**src/hw/rtl/ipd_pkg.sv**
```systemverilog
`timescale 1ns / 1ps
// ----------------------------------------------------------------------------
// ipd_pkg: shared types and constants of the imagette payload deframer
// Request structs, parse phases, item kinds, status codes and the fixed
// positions of the payload layout.
// ----------------------------------------------------------------------------
package ipd_pkg;

    // Payload layout
    localparam int unsigned DATA_START          = 12;
    localparam int unsigned RECORD_HEADER_BYTES = 6;
    localparam int unsigned STORE_DEPTH         = 65536;

    localparam logic [15:0] COUNT_HI_POS  = 16'd2;
    localparam logic [15:0] COUNT_LO_POS  = 16'd3;
    localparam logic [15:0] TAG_FIRST_POS = 16'd4;
    localparam logic [15:0] TAG_LAST_POS  = 16'd11;
    localparam logic [15:0] HDR_LAST_POS  = 16'(DATA_START - 1);
    localparam logic [15:0] POS_MAX       = 16'hFFFF;

    localparam logic [16:0] DATA_START_POS = 17'(DATA_START);
    localparam logic [17:0] SIZE_BIAS      = 18'(DATA_START - 2);

    // Record header: offset complete after four bytes, item emitted after six
    localparam logic [15:0] OFFSET_BYTES  = 16'(RECORD_HEADER_BYTES - 2);
    localparam logic [15:0] REC_HDR_BYTES = 16'(RECORD_HEADER_BYTES);

    // Store addressing
    localparam logic [16:0] STORE_LIMIT = 17'(STORE_DEPTH);
    localparam logic [16:0] STORE_OVF   = 17'(STORE_DEPTH + 1);

    // Divide by ten: exact for every 32-bit dividend
    localparam logic [31:0] DIV10_MAGIC = 32'hCCCC_CCCD;
    localparam int unsigned DIV10_SHIFT = 35;

    // Result queue
    localparam int unsigned FIFO_DEPTH = 4;
    localparam int unsigned FIFO_PTR_W = $clog2(FIFO_DEPTH);

    // Item kinds
    localparam logic [1:0] KIND_HEADER = 2'd0;
    localparam logic [1:0] KIND_RECHDR = 2'd1;
    localparam logic [1:0] KIND_DATA   = 2'd2;
    localparam logic [1:0] KIND_END    = 2'd3;

    // End status codes
    localparam logic [1:0] ST_OK       = 2'd0;
    localparam logic [1:0] ST_MISMATCH = 2'd1;
    localparam logic [1:0] ST_OVERFLOW = 2'd2;

    typedef enum logic [1:0] {
        PH_HEADER,
        PH_RECHDR,
        PH_DATA,
        PH_DONE
    } phase_t;

    typedef struct packed {
        logic [7:0]  payload_byte;
        logic        first_byte;
        logic        final_byte;
        logic [15:0] declared_size;
    } pay_req_t;

    typedef struct packed {
        logic [1:0]  item_kind;
        logic [15:0] record_count;
        logic [63:0] tag_value;
        logic [15:0] record_index;
        logic [28:0] offset_ticks;
        logic [15:0] record_length;
        logic [7:0]  data_value;
        logic [15:0] store_address;
        logic [1:0]  status_code;
        logic        last_of_run;
    } res_req_t;

    // Results of one parsed byte, handed to the result queue
    typedef struct packed {
        logic [1:0] count;
        res_req_t   first;
        res_req_t   second;
    } push_t;

endpackage

```
**src/hw/rtl/imagette_payload_deframer.sv**
```systemverilog
`timescale 1ns / 1ps
// ----------------------------------------------------------------------------
// imagette_payload_deframer: byte-wise parser of imagette command payloads
// Extracts the record count and tag, then each record's offset (divided by
// ten), length and data bytes with running store addresses, and reports an
// end status on the final byte.
// ----------------------------------------------------------------------------
//
//   channel   request        handshake              per request
//   -------   ------------   --------------------   ----------------------
//   payload   pay_req        pay_valid / pay_stall  one payload byte
//   result    res_req        res_valid / res_stall  one header, record,
//                                                   data or status item
//
// One payload byte is taken per cycle while pay_stall is low. The byte is
// held in an input register, parsed in one pass and its results written
// from there into a four-entry result queue, which offers them in order.
// A final byte that also yields a header, record or data item gives two
// results, which leave the single output port one after the other. The
// divide by ten is a reciprocal multiply started on the fifth record-header
// byte and registered before the sixth.
// Reset clears the parse state and empties the queue. pay_stall rises
// only while the queue lacks room for two results.
module imagette_payload_deframer
(
    input  logic              clk,
    input  logic              rst_n,
    input  logic              pay_valid,
    output logic              pay_stall,
    input  ipd_pkg::pay_req_t pay_req,
    output logic              res_valid,
    input  logic              res_stall,
    output ipd_pkg::res_req_t res_req
);

    ipd_pkg::push_t push;
    logic           room;

    // Parse each byte against the stored phase; emit up to two results
    ipd_parser u_parser
    (
        .clk       (clk),
        .rst_n     (rst_n),
        .pay_valid (pay_valid),
        .pay_stall (pay_stall),
        .pay_req   (pay_req),
        .room      (room),
        .push      (push)
    );

    // Hold results until the consumer takes them, one per cycle while res_stall is low
    ipd_result_fifo u_result_fifo
    (
        .clk       (clk),
        .rst_n     (rst_n),
        .push      (push),
        .room      (room),
        .res_valid (res_valid),
        .res_stall (res_stall),
        .res_req   (res_req)
    );

endmodule

```
**src/hw/rtl/ipd_parser.sv**
```systemverilog
`timescale 1ns / 1ps
// ----------------------------------------------------------------------------
// ipd_parser: input register and single-pass byte parser
// Holds one payload request, advances the parse state and produces up to
// two result requests for the result queue.
// ----------------------------------------------------------------------------
module ipd_parser
(
    input  logic              clk,
    input  logic              rst_n,
    input  logic              pay_valid,
    output logic              pay_stall,
    input  ipd_pkg::pay_req_t pay_req,
    input  logic              room,
    output ipd_pkg::push_t    push
);

    logic              in_valid_reg;
    ipd_pkg::pay_req_t in_req_reg;
    logic              advance;

    ipd_pkg::phase_t phase_reg, phase_next, cur_phase;
    logic [15:0]     pos_reg, pos_next, cur_pos;
    logic [15:0]     rl_reg, rl_next, cur_rl;
    logic [15:0]     rec_reg, rec_next, cur_rec;
    logic [63:0]     acc_reg, acc_next, cur_acc;
    logic [15:0]     bl_reg, bl_next, cur_bl;
    logic [16:0]     wa_reg, wa_next, cur_wa;
    logic [16:0]     rep_reg, rep_next, cur_rep;

    logic [28:0]     quot_reg;
    logic [63:0]     product;
    logic            quot_load;

    logic               finish;
    logic               main_valid;
    ipd_pkg::res_req_t  main_item;
    ipd_pkg::res_req_t  end_item;
    logic [7:0]         b;

    assign advance   = in_valid_reg & room;
    assign pay_stall = in_valid_reg & ~room;
    assign b         = in_req_reg.payload_byte;
    assign product   = {32'd0, acc_reg[31:0]} * {32'd0, ipd_pkg::DIV10_MAGIC};

    always_ff @(posedge clk or negedge rst_n)
    begin
        if (!rst_n)
        begin
            in_valid_reg <= 1'b0;
        end
        else if (!pay_stall)
        begin
            in_valid_reg <= pay_valid;
        end
    end

    always_ff @(posedge clk)
    begin
        if (!pay_stall && pay_valid)
        begin
            in_req_reg <= pay_req;
        end
        if (advance && quot_load)
        begin
            quot_reg <= product[ipd_pkg::DIV10_SHIFT +: 29];
        end
    end

    always_comb
    begin
        // Restart the parse from the cleared state on a first byte
        if (in_req_reg.first_byte)
        begin
            cur_phase = ipd_pkg::PH_HEADER;
            cur_pos   = '0;
            cur_rl    = '0;
            cur_rec   = '0;
            cur_acc   = '0;
            cur_bl    = '0;
            cur_wa    = '0;
            cur_rep   = '0;
        end
        else
        begin
            cur_phase = phase_reg;
            cur_pos   = pos_reg;
            cur_rl    = rl_reg;
            cur_rec   = rec_reg;
            cur_acc   = acc_reg;
            cur_bl    = bl_reg;
            cur_wa    = wa_reg;
            cur_rep   = rep_reg;
        end

        pos_next   = (cur_pos != ipd_pkg::POS_MAX) ? cur_pos + 16'd1 : cur_pos;
        phase_next = cur_phase;
        rl_next    = cur_rl;
        rec_next   = cur_rec;
        acc_next   = cur_acc;
        bl_next    = cur_bl;
        wa_next    = cur_wa;
        rep_next   = cur_rep;
        quot_load  = 1'b0;
        finish     = 1'b0;
        main_valid = 1'b0;
        main_item  = '0;
        end_item   = '0;
        push       = '0;

        unique case (cur_phase)
            ipd_pkg::PH_HEADER:
            begin
                if (cur_pos == ipd_pkg::COUNT_HI_POS || cur_pos == ipd_pkg::COUNT_LO_POS)
                begin
                    rl_next = {cur_rl[7:0], b};
                end
                else if (cur_pos >= ipd_pkg::TAG_FIRST_POS && cur_pos <= ipd_pkg::TAG_LAST_POS)
                begin
                    acc_next = {cur_acc[55:0], b};
                end
                if (cur_pos == ipd_pkg::TAG_LAST_POS)
                begin
                    main_valid             = 1'b1;
                    main_item.item_kind    = ipd_pkg::KIND_HEADER;
                    main_item.record_count = rl_next;
                    main_item.tag_value    = acc_next;
                end
                if (cur_pos >= ipd_pkg::HDR_LAST_POS)
                begin
                    acc_next = '0;
                    rec_next = '0;
                    bl_next  = '0;
                    if (rl_next == 16'd0)
                    begin
                        phase_next = ipd_pkg::PH_DONE;
                        rep_next   = ipd_pkg::DATA_START_POS;
                    end
                    else
                    begin
                        phase_next = ipd_pkg::PH_RECHDR;
                    end
                end
            end
            ipd_pkg::PH_RECHDR:
            begin
                acc_next = {16'd0, cur_acc[39:0], b};
                bl_next  = cur_bl + 16'd1;
                // Offset bytes are all in: divide while the length arrives
                if (cur_bl == ipd_pkg::OFFSET_BYTES)
                begin
                    quot_load = 1'b1;
                end
                if (bl_next >= ipd_pkg::REC_HDR_BYTES)
                begin
                    main_valid              = 1'b1;
                    main_item.item_kind     = ipd_pkg::KIND_RECHDR;
                    main_item.record_index  = cur_rec;
                    main_item.offset_ticks  = quot_reg;
                    main_item.record_length = acc_next[15:0];
                    if (acc_next[15:0] == 16'd0)
                    begin
                        finish = 1'b1;
                    end
                    else
                    begin
                        phase_next = ipd_pkg::PH_DATA;
                        bl_next    = acc_next[15:0];
                    end
                end
            end
            ipd_pkg::PH_DATA:
            begin
                if (cur_wa < ipd_pkg::STORE_LIMIT)
                begin
                    main_valid              = 1'b1;
                    main_item.item_kind     = ipd_pkg::KIND_DATA;
                    main_item.record_index  = cur_rec;
                    main_item.record_length = cur_acc[15:0];
                    main_item.data_value    = b;
                    main_item.store_address = cur_wa[15:0];
                    wa_next                 = cur_wa + 17'd1;
                end
                else
                begin
                    wa_next = ipd_pkg::STORE_OVF;
                end
                bl_next = cur_bl - 16'd1;
                if (bl_next == 16'd0)
                begin
                    finish = 1'b1;
                end
            end
            ipd_pkg::PH_DONE:
            begin
                // Drop trailing bytes
            end
        endcase

        if (finish)
        begin
            rl_next  = cur_rl - 16'd1;
            rec_next = cur_rec + 16'd1;
            if (rl_next == 16'd0)
            begin
                phase_next = ipd_pkg::PH_DONE;
                rep_next   = {1'b0, cur_pos} + 17'd1;
            end
            else
            begin
                phase_next = ipd_pkg::PH_RECHDR;
                bl_next    = '0;
                acc_next   = '0;
            end
        end

        end_item.item_kind   = ipd_pkg::KIND_END;
        end_item.last_of_run = 1'b1;
        priority if (wa_next > ipd_pkg::STORE_LIMIT)
        begin
            end_item.status_code = ipd_pkg::ST_OVERFLOW;
        end
        else if (phase_next != ipd_pkg::PH_DONE)
        begin
            end_item.status_code = ipd_pkg::ST_MISMATCH;
        end
        else if ({2'b00, in_req_reg.declared_size} == ({1'b0, rep_next} + ipd_pkg::SIZE_BIAS))
        begin
            end_item.status_code = ipd_pkg::ST_OK;
        end
        else
        begin
            end_item.status_code = ipd_pkg::ST_MISMATCH;
        end

        if (advance)
        begin
            if (main_valid)
            begin
                main_item.last_of_run = ~in_req_reg.final_byte;
                push.first            = main_item;
                push.second           = end_item;
                push.count            = in_req_reg.final_byte ? 2'd2 : 2'd1;
            end
            else if (in_req_reg.final_byte)
            begin
                push.first = end_item;
                push.count = 2'd1;
            end
        end
    end

    always_ff @(posedge clk or negedge rst_n)
    begin
        if (!rst_n)
        begin
            phase_reg <= ipd_pkg::PH_HEADER;
            pos_reg   <= '0;
            rl_reg    <= '0;
            rec_reg   <= '0;
            acc_reg   <= '0;
            bl_reg    <= '0;
            wa_reg    <= '0;
            rep_reg   <= '0;
        end
        else if (advance)
        begin
            phase_reg <= phase_next;
            pos_reg   <= pos_next;
            rl_reg    <= rl_next;
            rec_reg   <= rec_next;
            acc_reg   <= acc_next;
            bl_reg    <= bl_next;
            wa_reg    <= wa_next;
            rep_reg   <= rep_next;
        end
    end

`ifndef NO_ASSERTIONS
    a_data_has_bytes: assert property (@(posedge clk) disable iff (!rst_n)
        phase_reg == ipd_pkg::PH_DATA |-> bl_reg != 16'd0)
        else $error("data phase with no bytes left in record");

    a_addr_bounded: assert property (@(posedge clk) disable iff (!rst_n)
        wa_reg <= ipd_pkg::STORE_OVF)
        else $error("store address beyond overflow mark");
`endif

endmodule

```
**src/hw/rtl/ipd_result_fifo.sv**
```systemverilog
`timescale 1ns / 1ps
// ----------------------------------------------------------------------------
// ipd_result_fifo: result queue
// Takes up to two result requests a cycle and hands one a cycle to the
// output channel while res_stall is low.
// ----------------------------------------------------------------------------
module ipd_result_fifo
(
    input  logic              clk,
    input  logic              rst_n,
    input  ipd_pkg::push_t    push,
    output logic              room,
    output logic              res_valid,
    input  logic              res_stall,
    output ipd_pkg::res_req_t res_req
);

    localparam int unsigned PW = ipd_pkg::FIFO_PTR_W;

    ipd_pkg::res_req_t mem_reg [ipd_pkg::FIFO_DEPTH];
    logic [PW-1:0]     head_reg, head_next;
    logic [PW-1:0]     tail_reg, tail_next;
    logic [PW:0]       count_reg, count_next;
    logic              pop;

    assign res_valid = (count_reg != '0);
    assign res_req   = mem_reg[head_reg];
    assign pop       = res_valid & ~res_stall;
    assign room      = (count_reg <= (PW+1)'(ipd_pkg::FIFO_DEPTH - 2));

    always_comb
    begin
        head_next  = head_reg + PW'(pop);
        tail_next  = tail_reg + PW'(push.count);
        count_next = count_reg + (PW+1)'(push.count) - (PW+1)'(pop);
    end

    always_ff @(posedge clk)
    begin
        if (push.count != 2'd0)
        begin
            mem_reg[tail_reg] <= push.first;
        end
        if (push.count == 2'd2)
        begin
            mem_reg[tail_reg + PW'(1)] <= push.second;
        end
    end

    always_ff @(posedge clk or negedge rst_n)
    begin
        if (!rst_n)
        begin
            head_reg  <= '0;
            tail_reg  <= '0;
            count_reg <= '0;
        end
        else
        begin
            head_reg  <= head_next;
            tail_reg  <= tail_next;
            count_reg <= count_next;
        end
    end

`ifndef NO_ASSERTIONS
    a_no_overfill: assert property (@(posedge clk) disable iff (!rst_n)
        count_reg <= (PW+1)'(ipd_pkg::FIFO_DEPTH))
        else $error("result queue overfilled");

    a_pair_together: assert property (@(posedge clk) disable iff (!rst_n)
        (res_valid && !res_req.last_of_run) |-> count_reg >= (PW+1)'(2))
        else $error("first of a pair queued without its partner");
`endif

endmodule
```
**config.mk**
```make
export PLATFORM = sky130hd
export DESIGN_NAME = imagette_payload_deframer
export DESIGN_NICKNAME = d
export VERILOG_FILES = /design/src/hw/rtl/ipd_pkg.sv /design/src/hw/rtl/imagette_payload_deframer.sv /design/src/hw/rtl/ipd_parser.sv /design/src/hw/rtl/ipd_result_fifo.sv
export SDC_FILE = /design/constraint.sdc
export NUM_CORES = 2
export LEC_CHECK = 0
export ABC_AREA = 1
export BUFFER_PORTS_ARGS = -buffer_cell sky130_fd_sc_hd__buf_2
export CAP_MARGIN = 25
export CORE_ASPECT_RATIO = 0.6
export CORE_MARGIN = 2
export CORE_UTILIZATION = 65
export CTS_BUF_LIST = sky130_fd_sc_hd__clkbuf_2 sky130_fd_sc_hd__clkbuf_4 sky130_fd_sc_hd__clkbuf_8
export DETAILED_ROUTE_END_ITERATION = 8
export PLACE_DENSITY_LB_ADDON = 0.1
export SYNTH_ARGS = -nofsm -noshare
export SYNTH_HDL_FRONTEND = slang
export SYNTH_SLANG_ARGS = --single-unit
```
**constraint.sdc**
```tcl
create_clock -name clk -period 7.1 [get_ports clk]
set_input_delay 1.42 -clock clk [delete_from_list [all_inputs] [get_ports clk]]
set_output_delay 1.42 -clock clk [all_outputs]
set_load 0.02 [all_outputs]
```
After elaboration in Yosys (flattened, before gate mapping). Memories as Yosys holds them, arrays and structs flattened. Index checks and enable logic that the tools add are counted.

Memories kept: 1. Word-level logic and storage cells: 143. RAM bits: 680. Input bits: 30. Output and inout port bits: 172. Flip-flop bits (word level): 227.

Memories: u_result_fifo.mem_reg (depth 4, width 170, read ports 1, clocked after Yosys merged registers in 0, write ports 2, line ipd_result_fifo.sv:20) `ipd_pkg::res_req_t mem_reg [ipd_pkg::FIFO_DEPTH];`.

Reductions and logical operators: 12. Equality and inequality tests: 10. Order comparisons: 7. Add/sub/neg operators: 13. $mul: 1. Bitwise logic cells: 6. Mux-type cells: 76.

Operators by type and width (count): 64-bit two-way mux (6); 342-bit two-way mux (1); 16-bit two-way mux (18); 172-bit two-way mux (1); 171-bit two-way mux (1); 170-bit two-way mux (1); 80-bit two-way mux (2); 17-bit two-way mux (9); 64-bit one-hot mux with 2 select lines (1); 16-bit logical NOT (4); 32-bit by 32-bit multiplier with 64-bit output, second input constant (1); 16-bit one-hot mux with 2 select lines (2); 61-bit two-way mux (1); 16-bit by 1-bit adder with 16-bit output, second input constant (3); 16-bit one-hot mux with 3 select lines (1); 40-bit two-way mux (1); 16-bit by 2-bit == test with 1-bit output, second input constant (2); 16-bit by 3-bit greater-or-equal comparator with 1-bit output, second input constant (2); 16-bit by 1-bit subtractor with 16-bit output, second input constant (2); 29-bit two-way mux (1); 24-bit two-way mux (1); 2-bit two-way mux (11); 17-bit by 4-bit adder with 18-bit output, second input constant (1); 16-bit by 18-bit == test with 1-bit output (1); 31 further kinds (51).

Depth between registers and ports, before layout.
Depth after elaboration: 22. Gate-level depth with buffers: 37. Gate-level depth less buffers: 33.

Cells and area by module. A second synthesis with hierarchy kept.

Cells, all modules: 8029. Area, all modules: 68924.9 µm².

Modules (own cells, without submodules): ipd_parser (seq. area each 5780.5 µm², cells each 4476, instances 1, area an instance 34684.5 µm²); ipd_result_fifo (seq. area each 20594.8 µm², cells each 3553, instances 1, area an instance 34240.3 µm²).

Worst setup path before layout. No wires, ideal clock.

Path kind: register to register. From: register u_parser.acc_reg[10]. To: register u_parser.quot_reg[23], data pin. Required time: 6835 ps. Setup time: 265 ps. Period minus slack after synthesis: 6411 ps. Arrival time: 6146 ps. Cell stages (with the launch flop): 30. Path slack: 689 ps. Path buffers: 0. Path through: dfrtp_1 ha_1 inv_1 fa_1 fa_1 inv_1 fa_1 fa_1 inv_1 fa_1 inv_1 fa_1 inv_1 fa_1 inv_1 ha_1 a21oi_1 inv_1 a31oi_1 nor3_1 nor3_1 o21ai_0 a21o_1 nand2_1 nand2_1 nand3_1 o211ai_1 nand3_1 o21ai_0 xor2_1.

Cells in the longest elaborated chain, start to end: 1.

RTL lines: from (decl) (line ipd_parser.sv:26) `logic [63:0] acc_reg, acc_next, cur_acc;`; from (signal assigned) (line ipd_parser.sv:272) `acc_reg <= acc_next;`; 32-bit by 32-bit multiplier with 64-bit output (line ipd_parser.sv:44) `assign product = {32'd0, acc_reg[31:0]} * {32'd0, ipd_pkg::DIV10_MAGIC};`; via u_parser.product[58] (line ipd_parser.sv:32) `logic [63:0] product;`; to (signal assigned) (line ipd_parser.sv:66) `quot_reg <= product[ipd_pkg::DIV10_SHIFT +: 29];`; to (decl) (line ipd_parser.sv:31) `logic [28:0] quot_reg;`.

The timed path passes the listed nets, and every way through them passes these cells. A chain may end at the register's enable or synchronous reset.

Worst setup path after layout.
From: register u_parser.acc_reg[26]. To: register u_parser.quot_reg[22], data pin.

Same word-level chain as after synthesis.

==> metrics.txt <==
Std-Cell Rows 86; Clk Tree Root Cell sky130_fd_sc_hd__clkbuf_8; area of combinational cells with multiple inputs 34100 um^2; Worst Skew 0.0525 ns; CP Buf/Inv Count 4; share of the cycle needed by the critical path after routing 0.968; count of antenna-violating nets left after detailed routing 0; run status completed; post-DP HPWL 155000 um; hold slack final 0.474 ns; YS warnings 0; stage delay of the slowest cell on the critical path 0.56 ns; vertical extent of the die 240 um; FMAX 146 MHz; vias per cell 6.26; number of instances in the synthesized netlist 7647; cell area after synthesis 60300 um^2; clock insertion delay at the later pin of the skew report 0.88 ns; H-tree depth reported by CTS 4; Mean Syn Cell Area 7.88 um^2; fraction of the yosys area taken by sequential cells 0.328; Final Max Tran Viols 0; most common cell after layout, fill and taps aside sky130_fd_sc_hd__inv_1; quantity of I/O buffers inserted on ports 201; Hold/Removal Path Class flop to flop; clock slew at reported path FFs 0.07 ns; Clock Tree Buf Depth 3; library cell contributing the largest single delay on the critical path sky130_fd_sc_hd__fa_1; critical path arrival 7.49 ns; Unique masters post-synth 62; Layout area overhead 9.16%; Primary FF master, synth sky130_fd_sc_hd__dfxtp_1; data required time at the worst endpoint 7.71 ns; cell family with the largest share of critical-path delay adder cells; Max-slew headroom 0.189; flip-flop count of the largest register, all copies and words added 680; Initial Util 0.657; floorplan die area 95300 um^2; Crit Path Category flop to flop; routed len/inst 23.3 um; number of enable flip-flop cells after synthesis 75; worst path cell trace ha_1, inv_1, fa_1, fa_1, fa_1, fa_1, fa_1, inv_1, fa_1, ha_1, ha_1, a21oi_1, inv_1, a31oi_1, o21ai_0, a211oi_1, o221ai_1, xor2_1, buf_4; Global Route Usage Sum 0.437; pin count of the biggest net entering global routing 166; share of cells above drive strength 1 0.104; number of maximum-capacitance constraint violations 0; first-pass GRT wire length 317000 um; Slew @ Worst Pin 1.20 ns; Layout Nets 8502; post-cts hold buffer count 0; critical path's most frequent cell sky130_fd_sc_hd__fa_1; iteration count of the initial detailed-routing pass 9; CP endpoint kind flop; FF+latch count, synth 907; clock net sink count 907; final number of hold-violating endpoints 0; count of final setup violators 0; Final Wtd Congestion 1.09; synthesized netlist net count 8448; minimum clock period after layout 6.87 ns; antenna violations before repair 5; commonest cells after routing, fill and taps aside sky130_fd_sc_hd__inv_1 (1241), sky130_fd_sc_hd__o21ai_0 (1139), sky130_fd_sc_hd__nand2_1 (745); type of origin of the critical path flop; vias in the first global route 51500; die outline width 397 um; biggest fanout along the worst timing path 5; detailed-route wire length 210000 um; via count 56600; Storage cell area 19800 um^2; number of top-level design ports 202; violation count after the first detailed-route iteration 8170; global-route congestion overflow total 0; CTS tree yes; clock buffers created by TritonCTS 135; placeable core area 91800 um^2; fill cell total of the finished layout 7276; proportion of synthesized flip-flops having asynchronous set or reset 0.190; DRC 0
path summary, 6_finish.rpt:
kind | from | endpoint | slack [ns] | cells past startpoint
setup / recovery | u_parser.acc_reg[26]$_DFFE_PN0P_ | u_parser.quot_reg[22]$_DFFE_PP_ | 0.23 | 19
hold / removal | u_result_fifo.mem_reg[0][61]$_SDFFE_PP0P_ | u_result_fifo.mem_reg[0][61]$_SDFFE_PP0P_ | 0.47 | 2
setup reg to reg | u_parser.acc_reg[26]$_DFFE_PN0P_ | u_parser.quot_reg[22]$_DFFE_PP_ | 0.23 | 19
hold reg to reg | u_result_fifo.mem_reg[0][61]$_SDFFE_PP0P_ | u_result_fifo.mem_reg[0][61]$_SDFFE_PP0P_ | 0.47 | 2
max in group asynchronous | rst_n | u_result_fifo.head_reg[0]$_DFF_PN0_ | 5.42 | 2
min in group asynchronous | rst_n | u_parser.pos_reg[9]$_DFFE_PN0P_ | 0.58 | 1
cells in the mapped netlist, types with 12 or more instances:
library cell | count | share of area
sky130_fd_sc_hd__nand2_1 | 754 | 0.047
sky130_fd_sc_hd__edfxtp_1 | 75 | 0.037
sky130_fd_sc_hd__buf_6 | 12 | 0.0022
sky130_fd_sc_hd__buf_1 | 16 | 0.0010
sky130_fd_sc_hd__a21oi_1 | 108 | 0.0090
sky130_fd_sc_hd__a31oi_1 | 28 | 0.0029
sky130_fd_sc_hd__o21ai_0 | 1141 | 0.095
sky130_fd_sc_hd__nor3_1 | 17 | 0.0014
sky130_fd_sc_hd__nor2_2 | 21 | 0.0022
sky130_fd_sc_hd__fa_1 | 416 | 0.14
sky130_fd_sc_hd__nand2_4 | 17 | 0.0032
sky130_fd_sc_hd__nor2_1 | 711 | 0.044
sky130_fd_sc_hd__clkbuf_1 | 408 | 0.025
sky130_fd_sc_hd__inv_2 | 16 | 0.0010
sky130_fd_sc_hd__buf_2 | 14 | 0.0012
sky130_fd_sc_hd__nand2_2 | 32 | 0.0033
sky130_fd_sc_hd__dfrtp_1 | 172 | 0.071
sky130_fd_sc_hd__a22oi_1 | 29 | 0.0036
sky130_fd_sc_hd__o21ai_1 | 12 | 0.0010
sky130_fd_sc_hd__nand3_1 | 687 | 0.057
sky130_fd_sc_hd__ha_1 | 355 | 0.074
sky130_fd_sc_hd__inv_1 | 1248 | 0.078
sky130_fd_sc_hd__o22ai_1 | 435 | 0.045
sky130_fd_sc_hd__o211ai_1 | 20 | 0.0025
sky130_fd_sc_hd__dfxtp_1 | 660 | 0.22
sky130_fd_sc_hd__xor2_1 | 37 | 0.0054
sky130_fd_sc_hd__xnor2_1 | 15 | 0.0022
sky130_fd_sc_hd__nand4_1 | 35 | 0.0036
sky130_fd_sc_hd__o221ai_1 | 37 | 0.0054
layout make-up:
class	instances	area share
inverters	1271	0.0727
clock inverters	28	0.00453
well taps	1232	0.0234
diodes	7	0.000266
multi-input cells	5013	0.519
clock buffers	217	0.0397
repair buffers	373	0.0393
flip-flops and latches	907	0.301
routing by layer:
layer | vias up | wire length (um) | global-route usage
met4 | 4 | 3870 | 0.0873
li1 | 25400 | - | -
met3 | 311 | 36700 | 0.195
met2 | 3903 | 79500 | 0.553
met1 | 27000 | 90200 | 0.671
met5 | - | 221 | 0.0158
through the flow:
| step | setup WS, ns | util | TNS, ns | cells | instance area, um^2 |
|---|---|---|---|---|---|
| final | 0.227 | 0.717 | 0 | 9048 | 65800 |
| after detailed placement | 0.0807 | 0.681 | 0 | 8779 | 62500 |
| after global routing | -0.00440 | 0.717 | -0.00440 | 9044 | 65800 |
| after global placement | 0.149 | 0.681 | 0 | 8778 | 62500 |
| after floorplan | 0.689 | - | 0 | 7647 | 60300 |
| after CTS | 0.0270 | 0.713 | 0 | 9024 | 65500 |
kinds of logic after synthesis:
family | count (synthesis) | synth area share
adders and majority gates | 771 | 0.212
buffers and inverters | 1727 | 0.110
xor gates and xnor gates | 52 | 0.00756
AOI/OAI and AO/OA | 1869 | 0.172
DFF | 907 | 0.328
and+or+nand+nor | 2321 | 0.170
tightest hold or removal path, cell delays in order, from the launching register on:
cell and delay [ns]:
sky130_fd_sc_hd__dfxtp_1 0.31, sky130_fd_sc_hd__inv_1 0.05, sky130_fd_sc_hd__o22ai_1 0.07
timing repair:
item	CTS	global route
endpoints found under the setup margin	1	19
setup buffers	0	17
resized for setup	1	58
pin swaps	0	7
Power is left out: the tool's default activity adds up to more than one toggle a clock period on the data nets, which glitch-free logic cannot reach.
